===== config.mk =====
export PLATFORM = sky130hd
export DESIGN_NAME = sha_queue
export DESIGN_NICKNAME = d
export VERILOG_FILES = /design/src/rtl/sha_pkg.sv /design/src/rtl/sha_queue.sv
export SDC_FILE = /design/constraint.sdc
export NUM_CORES = 1
export LEC_CHECK = 0
export ABC_AREA = 1
export CELL_PAD_IN_SITES_DETAIL_PLACEMENT = 1
export CELL_PAD_IN_SITES_GLOBAL_PLACEMENT = 1
export CORE_MARGIN = 5
export CORE_UTILIZATION = 57
export CTS_CLUSTER_DIAMETER = 60
export DETAILED_ROUTE_END_ITERATION = 10
export DONT_BUFFER_PORTS = 1
export PLACE_DENSITY = 0.91
export SLEW_MARGIN = 15
export SYNTH_ARGS = -nofsm -noshare
export SYNTH_HDL_FRONTEND = slang
export SYNTH_SLANG_ARGS = --single-unit

===== constraint.sdc =====
create_clock -name i_clk -period 9.2 [get_ports i_clk]
set_input_delay 0.92 -clock i_clk [delete_from_list [all_inputs] [get_ports i_clk]]
set_output_delay 0.92 -clock i_clk [all_outputs]
set_load 0.02 [all_outputs]

===== src/rtl/sha_pkg.sv =====
package sha_pkg;

    localparam int unsigned WordW  = 64;
    localparam int unsigned CntW   = 4;
    localparam int unsigned Rounds = 80;
    localparam int unsigned RndW   = 7;
    localparam int unsigned QDepth = 4;
    localparam int unsigned QPtrW  = 2;

    typedef logic [WordW-1:0] t_word;

    typedef enum logic [1:0] {
        CMD_DATA = 2'd0,
        CMD_PAD  = 2'd1,
        CMD_LEN  = 2'd2
    } t_cmd_kind;

    typedef struct packed {
        t_cmd_kind kind;
        t_word     word;
    } t_cmd;

    localparam t_word IV [8] = '{
        64'h6a09e667f3bcc908, 64'hbb67ae8584caa73b,
        64'h3c6ef372fe94f82b, 64'ha54ff53a5f1d36f1,
        64'h510e527fade682d1, 64'h9b05688c2b3e6c1f,
        64'h1f83d9abfb41bd6b, 64'h5be0cd19137e2179
    };

    localparam t_word KTAB [80] = '{
        64'h428a2f98d728ae22, 64'h7137449123ef65cd, 64'hb5c0fbcfec4d3b2f, 64'he9b5dba58189dbbc,
        64'h3956c25bf348b538, 64'h59f111f1b605d019, 64'h923f82a4af194f9b, 64'hab1c5ed5da6d8118,
        64'hd807aa98a3030242, 64'h12835b0145706fbe, 64'h243185be4ee4b28c, 64'h550c7dc3d5ffb4e2,
        64'h72be5d74f27b896f, 64'h80deb1fe3b1696b1, 64'h9bdc06a725c71235, 64'hc19bf174cf692694,
        64'he49b69c19ef14ad2, 64'hefbe4786384f25e3, 64'h0fc19dc68b8cd5b5, 64'h240ca1cc77ac9c65,
        64'h2de92c6f592b0275, 64'h4a7484aa6ea6e483, 64'h5cb0a9dcbd41fbd4, 64'h76f988da831153b5,
        64'h983e5152ee66dfab, 64'ha831c66d2db43210, 64'hb00327c898fb213f, 64'hbf597fc7beef0ee4,
        64'hc6e00bf33da88fc2, 64'hd5a79147930aa725, 64'h06ca6351e003826f, 64'h142929670a0e6e70,
        64'h27b70a8546d22ffc, 64'h2e1b21385c26c926, 64'h4d2c6dfc5ac42aed, 64'h53380d139d95b3df,
        64'h650a73548baf63de, 64'h766a0abb3c77b2a8, 64'h81c2c92e47edaee6, 64'h92722c851482353b,
        64'ha2bfe8a14cf10364, 64'ha81a664bbc423001, 64'hc24b8b70d0f89791, 64'hc76c51a30654be30,
        64'hd192e819d6ef5218, 64'hd69906245565a910, 64'hf40e35855771202a, 64'h106aa07032bbd1b8,
        64'h19a4c116b8d2d0c8, 64'h1e376c085141ab53, 64'h2748774cdf8eeb99, 64'h34b0bcb5e19b48a8,
        64'h391c0cb3c5c95a63, 64'h4ed8aa4ae3418acb, 64'h5b9cca4f7763e373, 64'h682e6ff3d6b2b8a3,
        64'h748f82ee5defb2fc, 64'h78a5636f43172f60, 64'h84c87814a1f0ab72, 64'h8cc702081a6439ec,
        64'h90befffa23631e28, 64'ha4506cebde82bde9, 64'hbef9a3f7b2c67915, 64'hc67178f2e372532b,
        64'hca273eceea26619c, 64'hd186b8c721c0c207, 64'heada7dd6cde0eb1e, 64'hf57d4f7fee6ed178,
        64'h06f067aa72176fba, 64'h0a637dc5a2c898a6, 64'h113f9804bef90dae, 64'h1b710b35131c471b,
        64'h28db77f523047d84, 64'h32caab7b40c72493, 64'h3c9ebe0a15c9bebc, 64'h431d67c49c100d4c,
        64'h4cc5d4becb3e42b6, 64'h597f299cfc657e2a, 64'h5fcb6fab3ad6faec, 64'h6c44198c4a475817
    };

    function automatic t_word rotr(input t_word x, input int unsigned n);
        rotr = (x >> n) | (x << (WordW - n));
    endfunction

endpackage


===== src/rtl/sha_queue.sv =====
module sha_queue
    import sha_pkg::*;
(
    input  logic  i_clk,
    input  logic  i_rst_n,
    input  logic  i_push,
    input  t_cmd  i_cmd,
    output logic  o_ready,
    output logic  o_valid,
    output t_cmd  o_cmd,
    input  logic  i_pop
);

    t_cmd             r_mem [QDepth];
    logic [QPtrW-1:0] r_wp;
    logic [QPtrW-1:0] r_rp;
    logic [QPtrW:0]   r_cnt;
    logic             wr;
    logic             rd;

    assign o_ready = r_cnt != (QPtrW+1)'(QDepth);
    assign o_valid = r_cnt != '0;
    assign o_cmd = r_mem[r_rp];
    assign wr = i_push && o_ready;
    assign rd = i_pop && o_valid;

    always_ff @(posedge i_clk) begin
        if (wr) r_mem[r_wp] <= i_cmd;
    end

    always_ff @(posedge i_clk) begin
        if (!i_rst_n) begin
            r_wp <= '0;
            r_rp <= '0;
            r_cnt <= '0;
        end else begin
            if (wr) r_wp <= r_wp + 1'b1;
            if (rd) r_rp <= r_rp + 1'b1;
            r_cnt <= r_cnt + (QPtrW+1)'(wr) - (QPtrW+1)'(rd);
        end
    end

    a_no_over: assert property (@(posedge i_clk) disable iff (!i_rst_n)
        r_cnt <= (QPtrW+1)'(QDepth)) else $error("queue count overflow");
    a_cnt_step: assert property (@(posedge i_clk) disable iff (!i_rst_n)
        (wr && !rd) |=> r_cnt == $past(r_cnt) + 1'b1) else $error("queue count step");
    a_empty: assert property (@(posedge i_clk) disable iff (!i_rst_n)
        (r_cnt == '0) |-> !rd) else $error("pop from empty queue");

endmodule


==> Word-level counts from Yosys, hierarchy flattened <==
Memory sizes are Yosys's and may differ from the RTL's. A register that Yosys moved wholly into a read port is not among the register bits.
Index checks and enable logic that the tools add are counted.
{ "word_totals": {"mem_bits_ro": 0, "output_inout_bits": 68, "mem_bits_rw": 264, "wordCells": 16, "latch_bits": 0, "ff_bits": 7, "mem_count": 1} }
{ "mem_list": {"columns": ["name", "depth", "word_bits", "read_ports", "rd_clocked_by_memory_dff", "wr", "line", "source"], "rows": [
  ["r_mem", 4, 66, 1, 1, 1, "sha_queue.sv:14", "t_cmd r_mem [QDepth];"]
]} }
{ "op_classes": {"muxes": 4, "multipliers": 0, "order_cmp": 0, "div_mod_pow": 0, "addsub": 4, "n_shift": 0, "eq_ne": 1, "reduce_logical": 3, "bitwise": 0} }
{ "op_table": {"columns": ["cell", "count"], "rows": [
  ["adder 2 x 1 -> 2 bit (second input constant)", 2],
  ["two-way mux 2 bit", 2],
  ["adder 3 x 1 -> 3 bit", 1],
  ["inequality test 3 bit (second input constant)", 1],
  ["nonzero test 3 bit", 1],
  ["subtractor 3 x 1 -> 3 bit", 1],
  ["logical AND 1 bit", 2],
  ["two-way mux 1 bit", 2]
]} }

==> Depth between registers and ports, before layout <==
{ "logic_depth": {"word_depth": 4, "mapped_depth": 10} }

==> Worst setup path after synthesis <==
OpenSTA, ideal clock, no wires.
{ "synth_path": {"path_kind": "input to register", "from": "input i_push", "to": "memory r_mem[0][0] (netlist name) (enable)", "setup_ns": 0.491, "arrival_ns": 3.809, "cell_stages": 2, "path_buffers": 0, "setup_slack_ns": 4.901, "required_time_ns": 8.709, "cell_sequence": "nand2_1 nor2_1"} }
{ "synth_between": {"elab_chain_cells": 3} }
{ "synth_rtl": {"columns": ["item", "line", "source"], "rows": [
  ["start, declared", "sha_queue.sv:6", "input logic i_push,"],
  ["logical AND 1 bit", "sha_queue.sv:24", "assign wr = i_push && o_ready;"],
  ["two-way mux 1 bit", "sha_queue.sv:28", "if (wr) r_mem[r_wp] <= i_cmd;"],
  ["two-way mux 1 bit (implied by the code)", "sha_queue.sv:28", null],
  ["end, declared", "sha_queue.sv:14", null]
]} }
Every way passes these cells.

==> run_results.csv <==
group,metric,value,unit
detailed_routing,drtAntennaViolNets,0,
detailed_routing,drc,0,
clock_network,cts.sinks,273,
floorplanning,die_x,148,um
clock_network,clk_pin_slew,0.06,ns
clock_network,cts.path.max_buffers,3,
sta,hold_viol,0,
detailed_routing,met3_length,1960,um
final_layout,final_nets,775,
place,placedInstanceArea,10900,sq um
worst_setup_path,worst-r2r-setup-slack,6.47,ns
grt,antenna_found_initial,0,
clock_network,cts_root_buf,"clkbuf_16",
final_layout,design_area,11800,sq um
power_and_ir_drop,power_density,294,nW/um^2
clock_network,cts_tree,"done",
sta,finalCriticalPeriod,4.45,ns
final_layout,final_layout_size_suffix_gt1_frac,0.199,
sta,finalClockSkew,0.0220,ns
detailed_routing,wl_per_cell,26.0,um
worst_setup_path,reg2reg_to,"r_mem[2][32]",
final_layout,num_antenna_cells,0,
clock_network,post-cts-setup-buffers,0,
min_path,holdPathStages,0,
grt,grt_pass1_wl,38000,um
run_status,status,"finished, final reports clean",
sta,fin_tns_setup,0,ns
synth,yosys.area_share.xor_xnor,0,
synth,synth_nets,780,
sta,worst_pin_slew,1.11,ns
detailed_routing,via_count,5862,
grt,track_usage,0.224,
final_layout,final_cell_mix,"264 x edfxtp_1, 119 x o21ai_0, 94 x nor2_1, 44 x nor2_4, 40 x o22ai_2",
synth,yosysWarningCount,0,
detailed_routing,met1_length,9250,um
sta,slew-limit-headroom,0.260,
floorplanning,rows,50,
synth,synthMuxAreaShare,0,
sta,setup_viol,0,
floorplanning,fp.coreArea,18700,sq um
clock_network,post_cts_resized,0,
floorplanning,io_pins,138,
grt,grt_pass1_vias,6604,
synth,ys_types,23,
clock_network,cts_hold_buffers,0,
worst_setup_path,critPathKind,"flop to output pin",
floorplanning,dieArea,21900,sq um
synth,yosys.area_share.adder,0.00876,
final_layout,fin_util,0.633,
sta,maxSlewViolCount,0,
clock_network,htree_levels,1,
worst_setup_path,r2r_cells,5,
min_path,min_from,"i_cmd[54]",
flow_run,maxCapViolCount,0,
clock_network,cts_inserted_buffers,28,
worst_setup_path,cp.arrival,3.53,ns
synth,synth_top_family_by_area,"compound AO/OA/AOI/OAI gates",
synth,ys_seq_area_frac,0.747,
power_and_ir_drop,leakage,3.79,nW
clock_network,clkLatencyLatePin,0.53,ns
worst_setup_path,required,8.28,ns
synth,netlist_area,10900,sq um
detailed_routing,drt_first_pass_iters,4,
synth,syn_inst,703,
sta,rsz0062_at_grt,"false",
detailed_routing,wl,24700,um
detailed_routing,drtIter0Drc,339,
power_and_ir_drop,power.total,0.00348,W
worst_setup_path,start_kind,"flop",
sta,fin_crit_sh,0.484,
detailed_routing,top_layer_used,"met4",
worst_setup_path,endpoint_kind,"output pin",
synth,synth-seq-cells,273,
floorplanning,die_h,148,um
detailed_routing,met2_wirelength,13000,um
synth,syn_area_per_cell,15.4,sq um
grt,grt_max_degree,83,
power_and_ir_drop,worst_ir_drop_vdd,0.232,mV
place,dpl.hpwl,13900,um
synth,synth_compound_area_frac,0.127,
place,gp_congestion,0.763,
place,port_buffers,0,
floorplanning,start_util,0.580,
sta,fmax,0.225,GHz
detailed_routing,vias_per_cell,6.15,
final_layout,layout_commonest_cell,"edfxtp_1",
worst_setup_path,r2r-start,"r_cnt[1]",
synth,synth-simple-area-share,0.0847,
final_layout,syn2layout_area_growth,9.09,%
min_path,holdPathEnd,"r_mem[1][54]",
min_path,hold_path_class,"input port to flop",
worst_setup_path,cp_max_fo,82,
grt,gr-total-overflow,0,
[area by class of cell]
type	instances	area (sq um)
Clock buffer	35	748
Clock inverter	16	149
Fill cell	1629	6860
Inverter	16	66.3
Multi-Input combinational cell	372	2420
Sequential cell	273	8110
Tap cell	234	293
Timing Repair Buffer	7	52.6
[stage by stage]
step,cells,worst slack [ns],hold WS (ns)
finish,953,4.75,0.483
CTS,953,4.76,0.463
floorplan,703,4.90,0.448
global placement,902,5.52,0.462
global route,953,4.58,0.460
detailed placement,902,5.39,0.519
[worst max-delay path, cell delays in order (launching register included)]
cell     delay [ns]
dfxtp_4        0.54
inv_6          0.68
buf_4          0.86
o21ai_0        0.35
o22ai_2        0.37
[cell usage after synthesis]
library cell / number / area [sq um]
o21ai_2: 4 / 35.0
a21boi_0: 2 / 15.0
buf_6: 5 / 56.3
o22ai_1: 26 / 163
fa_1: 1 / 20.0
buf_12: 5 / 100
dfxtp_1: 9 / 180
clkbuf_1: 20 / 75.1
nand3_1: 3 / 15.0
buf_2: 12 / 60.1
o21ai_1: 10 / 50.1
edfxtp_1: 264 / 7930
inv_6: 1 / 8.76
inv_2: 1 / 3.75
a21oi_1: 4 / 20.0
nor2_4: 40 / 450
o21ai_0: 119 / 596
nor2_1: 98 / 368
nand2_1: 13 / 48.8
inv_1: 14 / 52.6
ha_1: 6 / 75.1
nor2_2: 6 / 37.5
o22ai_2: 40 / 500
[layer usage]
layer	vias to the layer above	global-route usage
met5	-	0
met4	0	0.0600
met3	46	0.0769
met2	189	0.404
met1	3010	0.254
li1	2617	-
[how the worst max path moves through the flow]
stage	startpoint	endpoint	slack, ns	cells past startpoint
4_1_cts	flop	o_cmd[17]	4.76	4
3_3_place_gp	flop	o_cmd[1]	5.52	4
6_report	flop	o_cmd[17]	4.75	4
3_5_place_dp	flop	o_cmd[0]	5.39	4
2_1_floorplan	i_push	r_mem[0][0]	4.90	2
5_1_grt	flop	o_cmd[16]	4.58	4
[logic make-up after synthesis]
| family | Yosys count |
|---|---|
| AOI/OAI and AO/OA | 205 |
| adders and majority gates | 7 |
| buffers and inverters | 58 |
| DFF | 273 |
| and+or+nand+nor | 160 |
[flip-flops by register name, indices dropped and copies added, names as in the netlist, named ones only]
register	count
r_mem	264
r_cnt	3
r_rp	2
r_wp	2
[report_power, final]
part           leakage (nW)  internal (W)  total, W  switching, W
Clock                 0.438      0.000656   0.00109      0.000437
Sequential             2.49       0.00152   0.00159     0.0000705
Combinational         0.858      0.000176  0.000794      0.000618
Total                  3.79       0.00235   0.00348       0.00113
Power figures use the tool's default switching activity.
