--- src/rtl/sha_pkg.sv ---
package sha_pkg;

    localparam int unsigned WordW  = 64;
    localparam int unsigned CntW   = 4;
    localparam int unsigned Rounds = 80;
    localparam int unsigned RndW   = 7;
    localparam int unsigned QDepth = 4;
    localparam int unsigned QPtrW  = 2;

    typedef logic [WordW-1:0] t_word;

    typedef enum logic [1:0] {
        CMD_DATA = 2'd0,
        CMD_PAD  = 2'd1,
        CMD_LEN  = 2'd2
    } t_cmd_kind;

    typedef struct packed {
        t_cmd_kind kind;
        t_word     word;
    } t_cmd;

    localparam t_word IV [8] = '{
        64'h6a09e667f3bcc908, 64'hbb67ae8584caa73b,
        64'h3c6ef372fe94f82b, 64'ha54ff53a5f1d36f1,
        64'h510e527fade682d1, 64'h9b05688c2b3e6c1f,
        64'h1f83d9abfb41bd6b, 64'h5be0cd19137e2179
    };

    localparam t_word KTAB [80] = '{
        64'h428a2f98d728ae22, 64'h7137449123ef65cd, 64'hb5c0fbcfec4d3b2f, 64'he9b5dba58189dbbc,
        64'h3956c25bf348b538, 64'h59f111f1b605d019, 64'h923f82a4af194f9b, 64'hab1c5ed5da6d8118,
        64'hd807aa98a3030242, 64'h12835b0145706fbe, 64'h243185be4ee4b28c, 64'h550c7dc3d5ffb4e2,
        64'h72be5d74f27b896f, 64'h80deb1fe3b1696b1, 64'h9bdc06a725c71235, 64'hc19bf174cf692694,
        64'he49b69c19ef14ad2, 64'hefbe4786384f25e3, 64'h0fc19dc68b8cd5b5, 64'h240ca1cc77ac9c65,
        64'h2de92c6f592b0275, 64'h4a7484aa6ea6e483, 64'h5cb0a9dcbd41fbd4, 64'h76f988da831153b5,
        64'h983e5152ee66dfab, 64'ha831c66d2db43210, 64'hb00327c898fb213f, 64'hbf597fc7beef0ee4,
        64'hc6e00bf33da88fc2, 64'hd5a79147930aa725, 64'h06ca6351e003826f, 64'h142929670a0e6e70,
        64'h27b70a8546d22ffc, 64'h2e1b21385c26c926, 64'h4d2c6dfc5ac42aed, 64'h53380d139d95b3df,
        64'h650a73548baf63de, 64'h766a0abb3c77b2a8, 64'h81c2c92e47edaee6, 64'h92722c851482353b,
        64'ha2bfe8a14cf10364, 64'ha81a664bbc423001, 64'hc24b8b70d0f89791, 64'hc76c51a30654be30,
        64'hd192e819d6ef5218, 64'hd69906245565a910, 64'hf40e35855771202a, 64'h106aa07032bbd1b8,
        64'h19a4c116b8d2d0c8, 64'h1e376c085141ab53, 64'h2748774cdf8eeb99, 64'h34b0bcb5e19b48a8,
        64'h391c0cb3c5c95a63, 64'h4ed8aa4ae3418acb, 64'h5b9cca4f7763e373, 64'h682e6ff3d6b2b8a3,
        64'h748f82ee5defb2fc, 64'h78a5636f43172f60, 64'h84c87814a1f0ab72, 64'h8cc702081a6439ec,
        64'h90befffa23631e28, 64'ha4506cebde82bde9, 64'hbef9a3f7b2c67915, 64'hc67178f2e372532b,
        64'hca273eceea26619c, 64'hd186b8c721c0c207, 64'heada7dd6cde0eb1e, 64'hf57d4f7fee6ed178,
        64'h06f067aa72176fba, 64'h0a637dc5a2c898a6, 64'h113f9804bef90dae, 64'h1b710b35131c471b,
        64'h28db77f523047d84, 64'h32caab7b40c72493, 64'h3c9ebe0a15c9bebc, 64'h431d67c49c100d4c,
        64'h4cc5d4becb3e42b6, 64'h597f299cfc657e2a, 64'h5fcb6fab3ad6faec, 64'h6c44198c4a475817
    };

    function automatic t_word rotr(input t_word x, input int unsigned n);
        rotr = (x >> n) | (x << (WordW - n));
    endfunction

endpackage

--- src/rtl/sha_if.sv ---
interface sha_in_if;
    import sha_pkg::*;
    logic            valid;
    logic            ready;
    logic [63:0]     data_word;
    logic [3:0]      byte_count;
    logic            last_word;
    modport source (output valid, data_word, byte_count, last_word, input ready);
    modport sink   (input valid, data_word, byte_count, last_word, output ready);
endinterface


--- src/rtl/sha_front.sv ---
module sha_front
    import sha_pkg::*;
(
    input  logic        i_clk,
    input  logic        i_rst_n,
    sha_in_if.sink      in_ch,
    output logic        o_cmd_valid,
    output t_cmd        o_cmd,
    input  logic        i_cmd_ready
);

    typedef enum logic [1:0] {
        S_TAKE,
        S_EIGHT,
        S_LEN
    } t_state;

    t_state      r_state;
    t_word       r_len;
    t_word       n_len;
    logic [3:0]  cnt;
    t_word       keep;
    t_word       padded;
    logic        take;

    always_comb begin
        cnt = (in_ch.byte_count > 4'd8) ? 4'd8 : in_ch.byte_count;
        keep = (cnt == 4'd0) ? '0 : ~(t_word'(0)) << (7'd64 - {cnt, 3'b000});
        padded = (in_ch.data_word & keep) | (t_word'(8'h80) << (7'd56 - {cnt, 3'b000}));
        if (!in_ch.last_word) begin
            n_len = r_len + t_word'(64);
        end else begin
            n_len = r_len + t_word'({cnt, 3'b000});
        end
    end

    assign in_ch.ready = (r_state == S_TAKE) && i_cmd_ready;
    assign take = in_ch.valid && in_ch.ready;

    always_comb begin
        o_cmd_valid = 1'b0;
        o_cmd.kind = CMD_DATA;
        o_cmd.word = in_ch.data_word;
        case (r_state)
            S_TAKE: begin
                o_cmd_valid = in_ch.valid;
                if (in_ch.last_word && cnt != 4'd8) begin
                    o_cmd.kind = CMD_PAD;
                    o_cmd.word = padded;
                end
            end
            S_EIGHT: begin
                o_cmd_valid = 1'b1;
                o_cmd.kind = CMD_PAD;
                o_cmd.word = 64'h8000000000000000;
            end
            S_LEN: begin
                o_cmd_valid = 1'b1;
                o_cmd.kind = CMD_LEN;
                o_cmd.word = r_len;
            end
            default: ;
        endcase
    end

    always_ff @(posedge i_clk) begin
        if (!i_rst_n) begin
            r_state <= S_TAKE;
            r_len <= '0;
        end else begin
            case (r_state)
                S_TAKE: begin
                    if (take) begin
                        r_len <= n_len;
                        if (in_ch.last_word) begin
                            r_state <= (cnt == 4'd8) ? S_EIGHT : S_LEN;
                        end
                    end
                end
                S_EIGHT: if (i_cmd_ready) r_state <= S_LEN;
                S_LEN: begin
                    if (i_cmd_ready) begin
                        r_state <= S_TAKE;
                        r_len <= '0;
                    end
                end
                default: r_state <= S_TAKE;
            endcase
        end
    end

endmodule

--- src/flat_wrapper.sv ---
// flat-port wrapper written by rule: the top's interface ports become plain ports
module sha_front_flat import sha_pkg::*;
  (i_clk, i_rst_n, o_cmd_valid, o_cmd, i_cmd_ready, in_ch_valid, in_ch_data_word, in_ch_byte_count, in_ch_last_word, in_ch_ready);
  sha_in_if in_ch_i ();
  input  logic i_clk;
  input  logic i_rst_n;
  output logic o_cmd_valid;
  output t_cmd o_cmd;
  input  logic i_cmd_ready;
  input wire logic [$bits(in_ch_i.valid)-1:0] in_ch_valid;
  input wire logic [$bits(in_ch_i.data_word)-1:0] in_ch_data_word;
  input wire logic [$bits(in_ch_i.byte_count)-1:0] in_ch_byte_count;
  input wire logic [$bits(in_ch_i.last_word)-1:0] in_ch_last_word;
  output wire logic [$bits(in_ch_i.ready)-1:0] in_ch_ready;
  assign in_ch_i.valid = in_ch_valid;
  assign in_ch_i.data_word = in_ch_data_word;
  assign in_ch_i.byte_count = in_ch_byte_count;
  assign in_ch_i.last_word = in_ch_last_word;
  assign in_ch_ready = in_ch_i.ready;
  sha_front u_core (.i_clk(i_clk), .i_rst_n(i_rst_n), .in_ch(in_ch_i), .o_cmd_valid(o_cmd_valid), .o_cmd(o_cmd), .i_cmd_ready(i_cmd_ready));
endmodule
--- config.mk ---
export PLATFORM = sky130hd
export DESIGN_NAME = sha_front_flat
export DESIGN_NICKNAME = d
export VERILOG_FILES = /design/src/rtl/sha_pkg.sv /design/src/rtl/sha_if.sv /design/src/rtl/sha_front.sv /design/src/flat_wrapper.sv
export SDC_FILE = /design/constraint.sdc
export NUM_CORES = 1
export LEC_CHECK = 0
export BUFFER_PORTS_ARGS = -buffer_cell sky130_fd_sc_hd__buf_2
export CAP_MARGIN = 10
export CORE_MARGIN = 4
export CORE_UTILIZATION = 45
export CTS_CLUSTER_SIZE = 28
export DETAILED_ROUTE_END_ITERATION = 8
export PLACE_DENSITY_LB_ADDON = 0.15
export SLEW_MARGIN = 20
export SYNTH_ARGS = -nofsm -noshare
export SYNTH_HDL_FRONTEND = slang
export SYNTH_SLANG_ARGS = --single-unit
--- constraint.sdc ---
create_clock -name i_clk -period 2.9 [get_ports i_clk]
set_input_delay 0.29 -clock i_clk [delete_from_list [all_inputs] [get_ports i_clk]]
set_output_delay 0.29 -clock i_clk [all_outputs]
set_load 0.02 [all_outputs]
# Word-level counts from Yosys, hierarchy flattened
# Cells that the tools add are included.
[totals]
reg_bits = 66
inputBits = 73
output_inout_bits = 68
word_cells = 43
[classes]
addsub = 4
n_lt_le_gt_ge = 1
n_eq_ne = 8
n_shift = 2
muxes = 15
bitwise_logic = 2
n_reduce_logical = 9
[ops]
columns = ["cell", "count"]
rows = [
  ["two-way mux 64 bit", 4],
  ["case mux 66 bit (3 select lines)", 1],
  ["case mux 64 bit (2 select lines)", 1],
  ["two-way mux 65 bit", 1],
  ["adder 64 x 7 -> 64 bit", 1],
  ["adder 64 x 7 -> 64 bit, second input constant", 1],
  ["bitwise AND 64 bit", 1],
  ["OR 64 bit", 1],
  ["<< shifter 64 x 7 -> 64 bit, first input constant", 1],
  ["<< shifter 8 x 7 -> 64 bit, first input constant", 1],
  ["two-way mux 2 bit", 5],
  ["subtractor 6 x 7 -> 7 bit, first input constant", 1],
  ["subtractor 7 bit, first input constant", 1],
  ["!= test 2 bit, second input constant", 3],
  ["case mux 2 bit (3 select lines)", 1],
  ["equality test 4 bit, second input constant", 1],
  ["greater-than comparator 4 bit, second input constant", 1],
  ["zero test 4 bit", 1],
  ["two-way mux 4 bit", 1],
  ["!= test 4 bit, second input constant", 1],
  ["AND reduction 4 bit", 1],
  ["logical AND 1 bit", 3],
  ["AND reduction 3 bit", 1],
  ["equality test 2 x 1 -> 1 bit, second input constant", 1],
  ["6 further kinds", 6],
]

# Depth between registers and ports, before layout
[logic_depth]
word_depth = 9
depth_mapped = 11
depth_no_buf = 10

# Worst setup path after synthesis
# No wires, ideal clock.
[synth_timing]
kind = "reg-to-reg"
start = "reg u_core.r_len[14]"
end = "reg u_core.r_len[47]"
setup_time_ns = 0.070
arrival_ns = 2.289
t_required_ns = 2.830
slack_ns = 0.541
path_stages_with_launch = 9
path_buffers = 2
synth_period_minus_slack_ns = 2.359
path_cell_list = "dfxtp_1 nand3_2 or3_4 or3_1 buf_2 or3_1 buf_6 or3_1 a21oi_1"
[synth_between]
elab_chain_len = 4
word_cells_on_any_way = 5
classes_between = "add/sub (2); mux (3)"
[synth_rtl]
columns = ["item", "line_no", "text"]
rows = [
  ["start, declared", "sha_front.sv:19", "t_word r_len;"],
  ["start signal, assigned", "sha_front.sv:74", "r_len <= n_len;"],
  ["adder 64 x 7 -> 64 bit (on tied branches)", "sha_front.sv:31, sha_front.sv:33", ""],
  ["two-way mux 64 bit (*)", "sha_front.sv:30", "if (!in_ch.last_word) begin"],
  ["two-way mux 64 bit (*)", "sha_front.sv:73", "if (take) begin"],
  ["case mux 64 bit (2 select lines) (*)", "sha_front.sv:71", "case (r_state)"],
]
# Mark *: on every way between the ends. The rest lies on a longest branch, timed or not. The select of a mux whose other input is x is not followed.
# A chain may end at the register's enable or synchronous reset.

==> summary.md <==
| Metric | Value |
|---|---|
| Status | `completed` |
| Core region area | `9330 um^2` |
| Post_cts resized | `0` |
| Ys Warns | `0` |
| RSZ-0062 raised after global routing | `no` |
| CTS root buffer | `clkbuf_8` |
| Critical path capture point type | `primary output` |
| Max Root-Sink Buffers | `2` |
| Post-CTS Setup Inserts | `0` |
| R2r endpoint | `u_core.r_len[53]` |
| Synthesis-to-finish area growth | `25.9%` |
| Leak | `0.00231 uW` |
| Worst EP required | `2610 ps` |
| Post-Route WL | `14.7 mm` |
| DRT Pass-1 Iters | `5` |
| Reg power frac | `35.3%` |
| Die height | `about 110 um` |
| Hold Path Stages | `3` |
| Delay-heaviest family, CP | `compound AO/OA/AOI/OAI gates` |
| Nets@finish | `807` |
| Fin crit share | `between 90% and 100%` |
| Clock network power share | `a little under a third` |
| Vias in the first global route | `4577` |
| Via Count | `4923` |
| CP Cell Sequence | `inv_1 -> ha_1 -> buf_4 -> a21o_1 -> a21boi_1 -> buf_4 -> a22o_1 -> buf_2` |
| H-Tree Depth | `3` |
| Hold Vio Cnt, Final | `0` |
| R2r worst-path depth | `6` |
| Initial Util | `around 47%` |
| Pwr Density | `455 nW/um^2` |
| Flop and latch count out of synthesis | `63` |
| Hold buffers post-CTS | `0` |
| Fmax | `373 MHz` |
| Chip Width | `106 um` |
| Slowest-stage cell, CP | `dfxtp_1` |
| Worst-path maximum fanout | `17` |
| Total track usage | `around 26%` |
| Max Cap Viol | `0` |
| Worst VDD drop | `around 250 uV` |
| Worst Hold End | `u_core.r_len[7]` |
| Worst endpoint data arrival time | `2390 ps` |
| Synthesized instance count | `between 500 and 600` |
| Syn avg cell area | `approximately 7.6 um^2` |
| Port bufs | `140` |
| Synth Net Count | `661` |
| Synth Flop Type | `dfxtp_1` |
| Sw Share | `36.2%` |
| Final GP Congestion | `between 0.8 and 0.9` |
| Remaining DRCs | `0` |
| Post-DRT Antenna Nets | `0` |
| Psw | `906 uW` |
| DIE AREA | `11300 um^2` |
| Post-layout minimum cycle time | `between 2000 and 3000 ps` |
| Clk sink count | `63` |
| Largest net degree at the start of global routing | `57` |
| TNS Setup | `0 ps` |
| Async SR Flop Fraction | `0%` |
| Crit path buf inv count | `4` |
| Hold Crit Start | `i_rst_n` |
| CTS clk-pin slew, worst paths | `80 ps` |
| CTS buffer count | `9` |
| Comb pwr share | `32.9%` |
| Final setup viols | `0` |
| Clk_lat worst skew | `350 ps` |
| Max-slew violations | `0` |
| Startpoint types | `register` |
| Number of enable flip-flop cells after synthesis | `0` |
| # diodes | `0` |
| Share of layout cells above drive strength 1 | `25.8%` |
| Final Util | `58.9%` |
| Worst hold-check path type | `input port to register` |
| Post-synth cell types | `between 50 and 60` |
| First-pass GRT wire length | `23.5 mm` |
| CP Launch Point | `u_core.r_state[0]` |
| Fin Hold WS | `260 ps` |
| Worst Tran Pin Value | `slightly below 700 ps` |
| Total global routing overflow | `0` |
| Num rows | `35` |
| Cell-internal power | `1600 uW` |
| Max transition margin | `53.8%` |
| Netlist Area Pre-Place | `4360 um^2` |
| CTS tree | `yes` |
| DR WL/cell | `17.2 um` |
| CP max stage delay | `350 ps` |
| I/O pin count | `roughly 140` |
| CP most frequent cell | `buf_4` |
| Setup CP Type | `register to primary output` |
| DRT iter0 DRCs | `around 310` |
| Initial antenna violation count | `0` |
| DP Wirelength | `11.4 mm` |
| Post-DR vias/cell | `5.76` |
| Worst Skew | `16.3 ps` |
| Worst R2R Setup Slack | `340 ps` |
| Post-synthesis sequential area ratio | `just under 30%` |
| RR Startpoint | `u_core.r_len[39]` |
==> logic make-up after synthesis <==
kind of cell / Yosys count / share of synthesized area (%)
adder cells (fa/ha/maj): 14 / 4.01
flip-flops: 63 / 28.9
multiplexers: 2 / 0.487
AO/OA/AOI/OAI: 138 / 23.0
AND/OR/NAND/NOR: 259 / 29.8
XOR/XNOR: 45 / 9.03
buffers and inverters: 53 / 4.79
==> cells in the final DEF, fill, tap and decap left out, drive strengths merged, types with 11 or more instances in the layout <==
master    n
nand3    34
nor2     68
nor4     13
or3      18
buf     165
a21oi    25
ha       14
dfxtp    63
o21ai    25
inv      24
xnor2    31
nor3     26
xor2     14
nand2    47
clkbuf   11
a22o     53
nand4    18
==> worst max path at each step <==
stage	endpoint	slack (ps)	cells past startpoint
2_1_floorplan	u_core.r_len[47]	540	8
3_3_place_gp	u_core.r_len[58]	330	12
3_5_place_dp	u_core.r_len[58]	260	12
4_1_cts	o_cmd[33]	220	8
5_1_grt	o_cmd[33]	80	8
6_report	o_cmd[33]	220	8
==> metrics by stage <==
stage / power [uW] / setup WS [ps] / instance area, um^2 / std cells
3_5_place_dp: 1730 / 264 / 5300 / 838
2_1_floorplan: 1420 / 541 / 4360 / 574
6_report: 2500 / 220 / 5500 / 854
5_1_grt: 2610 / 83.8 / 5500 / 854
4_1_cts: 2510 / 217 / 5500 / 854
3_3_place_gp: 1720 / 331 / 5300 / 838
==> tightest hold or removal path, stage by stage <==
cell	delay [ps]
buf_2	120
o311ai_0	90
a21oi_1	50
==> layer usage <==
metal | part of all wire, % | vias to the layer above | routed length [um] | GRT usage [%]
met5 | 0 | - | 0 | 0
met4 | 1.5 | 0 | 227 | 7.40
met3 | 8.9 | 18 | 1310 | 4.31
met2 | 46 | 227 | 6710 | 42.0
met1 | 44 | 2270 | 6470 | 35.2
li1 | - | 2408 | - | -
==> power groups by stage <==
stage	registers, uW	clock network (uW)	logic [uW]
3_3_place_gp	903	0	813
6_report	883	796	824
3_5_place_dp	903	0	823
2_1_floorplan	899	0	522
4_1_cts	883	803	826
5_1_grt	884	838	892
==> synthesized netlist by cell type (2+ instances only) <==
cell	instances	share of area, %
and4_1	6	1.2
nand4b_1	2	0.40
o21ai_0	24	2.8
nor4b_1	2	0.40
a32o_1	2	0.46
nor2_1	68	5.8
a22o_1	52	10
or4_1	3	0.52
and3_1	7	1.0
xor2_1	14	2.8
nor3_1	26	3.0
dfxtp_1	63	29
nand2b_1	5	0.72
inv_1	23	2.0
a22oi_1	4	0.69
clkbuf_1	23	2.0
nor2b_1	3	0.43
a31oi_1	2	0.29
a211oi_1	3	0.52
nand3_1	33	3.8
nand2_1	47	4.0
a221o_1	2	0.46
buf_1	4	0.34
nor4_1	13	1.9
ha_1	14	4.0
a21oi_1	25	2.9
buf_2	2	0.23
nand4_1	18	2.6
o2111ai_1	4	0.80
xnor2_1	31	6.2
and2_1	6	0.86
a21o_1	7	1.2
or3_1	16	2.3
==> area by class of cell <==
cell class / instances / area [um^2]
clock buffers: 11 / 141
fillers: 885 / 3830
multi-input cells: 458 / 2900
repair buffers: 165 / 888
inverters: 23 / 86.3
well taps: 129 / 161
clock inverters: 5 / 56.3
flip-flops and latches: 63 / 1260
==> state kept, by name, summed over array words and instances (netlist names) <==
name            count
u_core.r_state      2
u_core.r_len       61
Power figures use the tool's default switching activity.
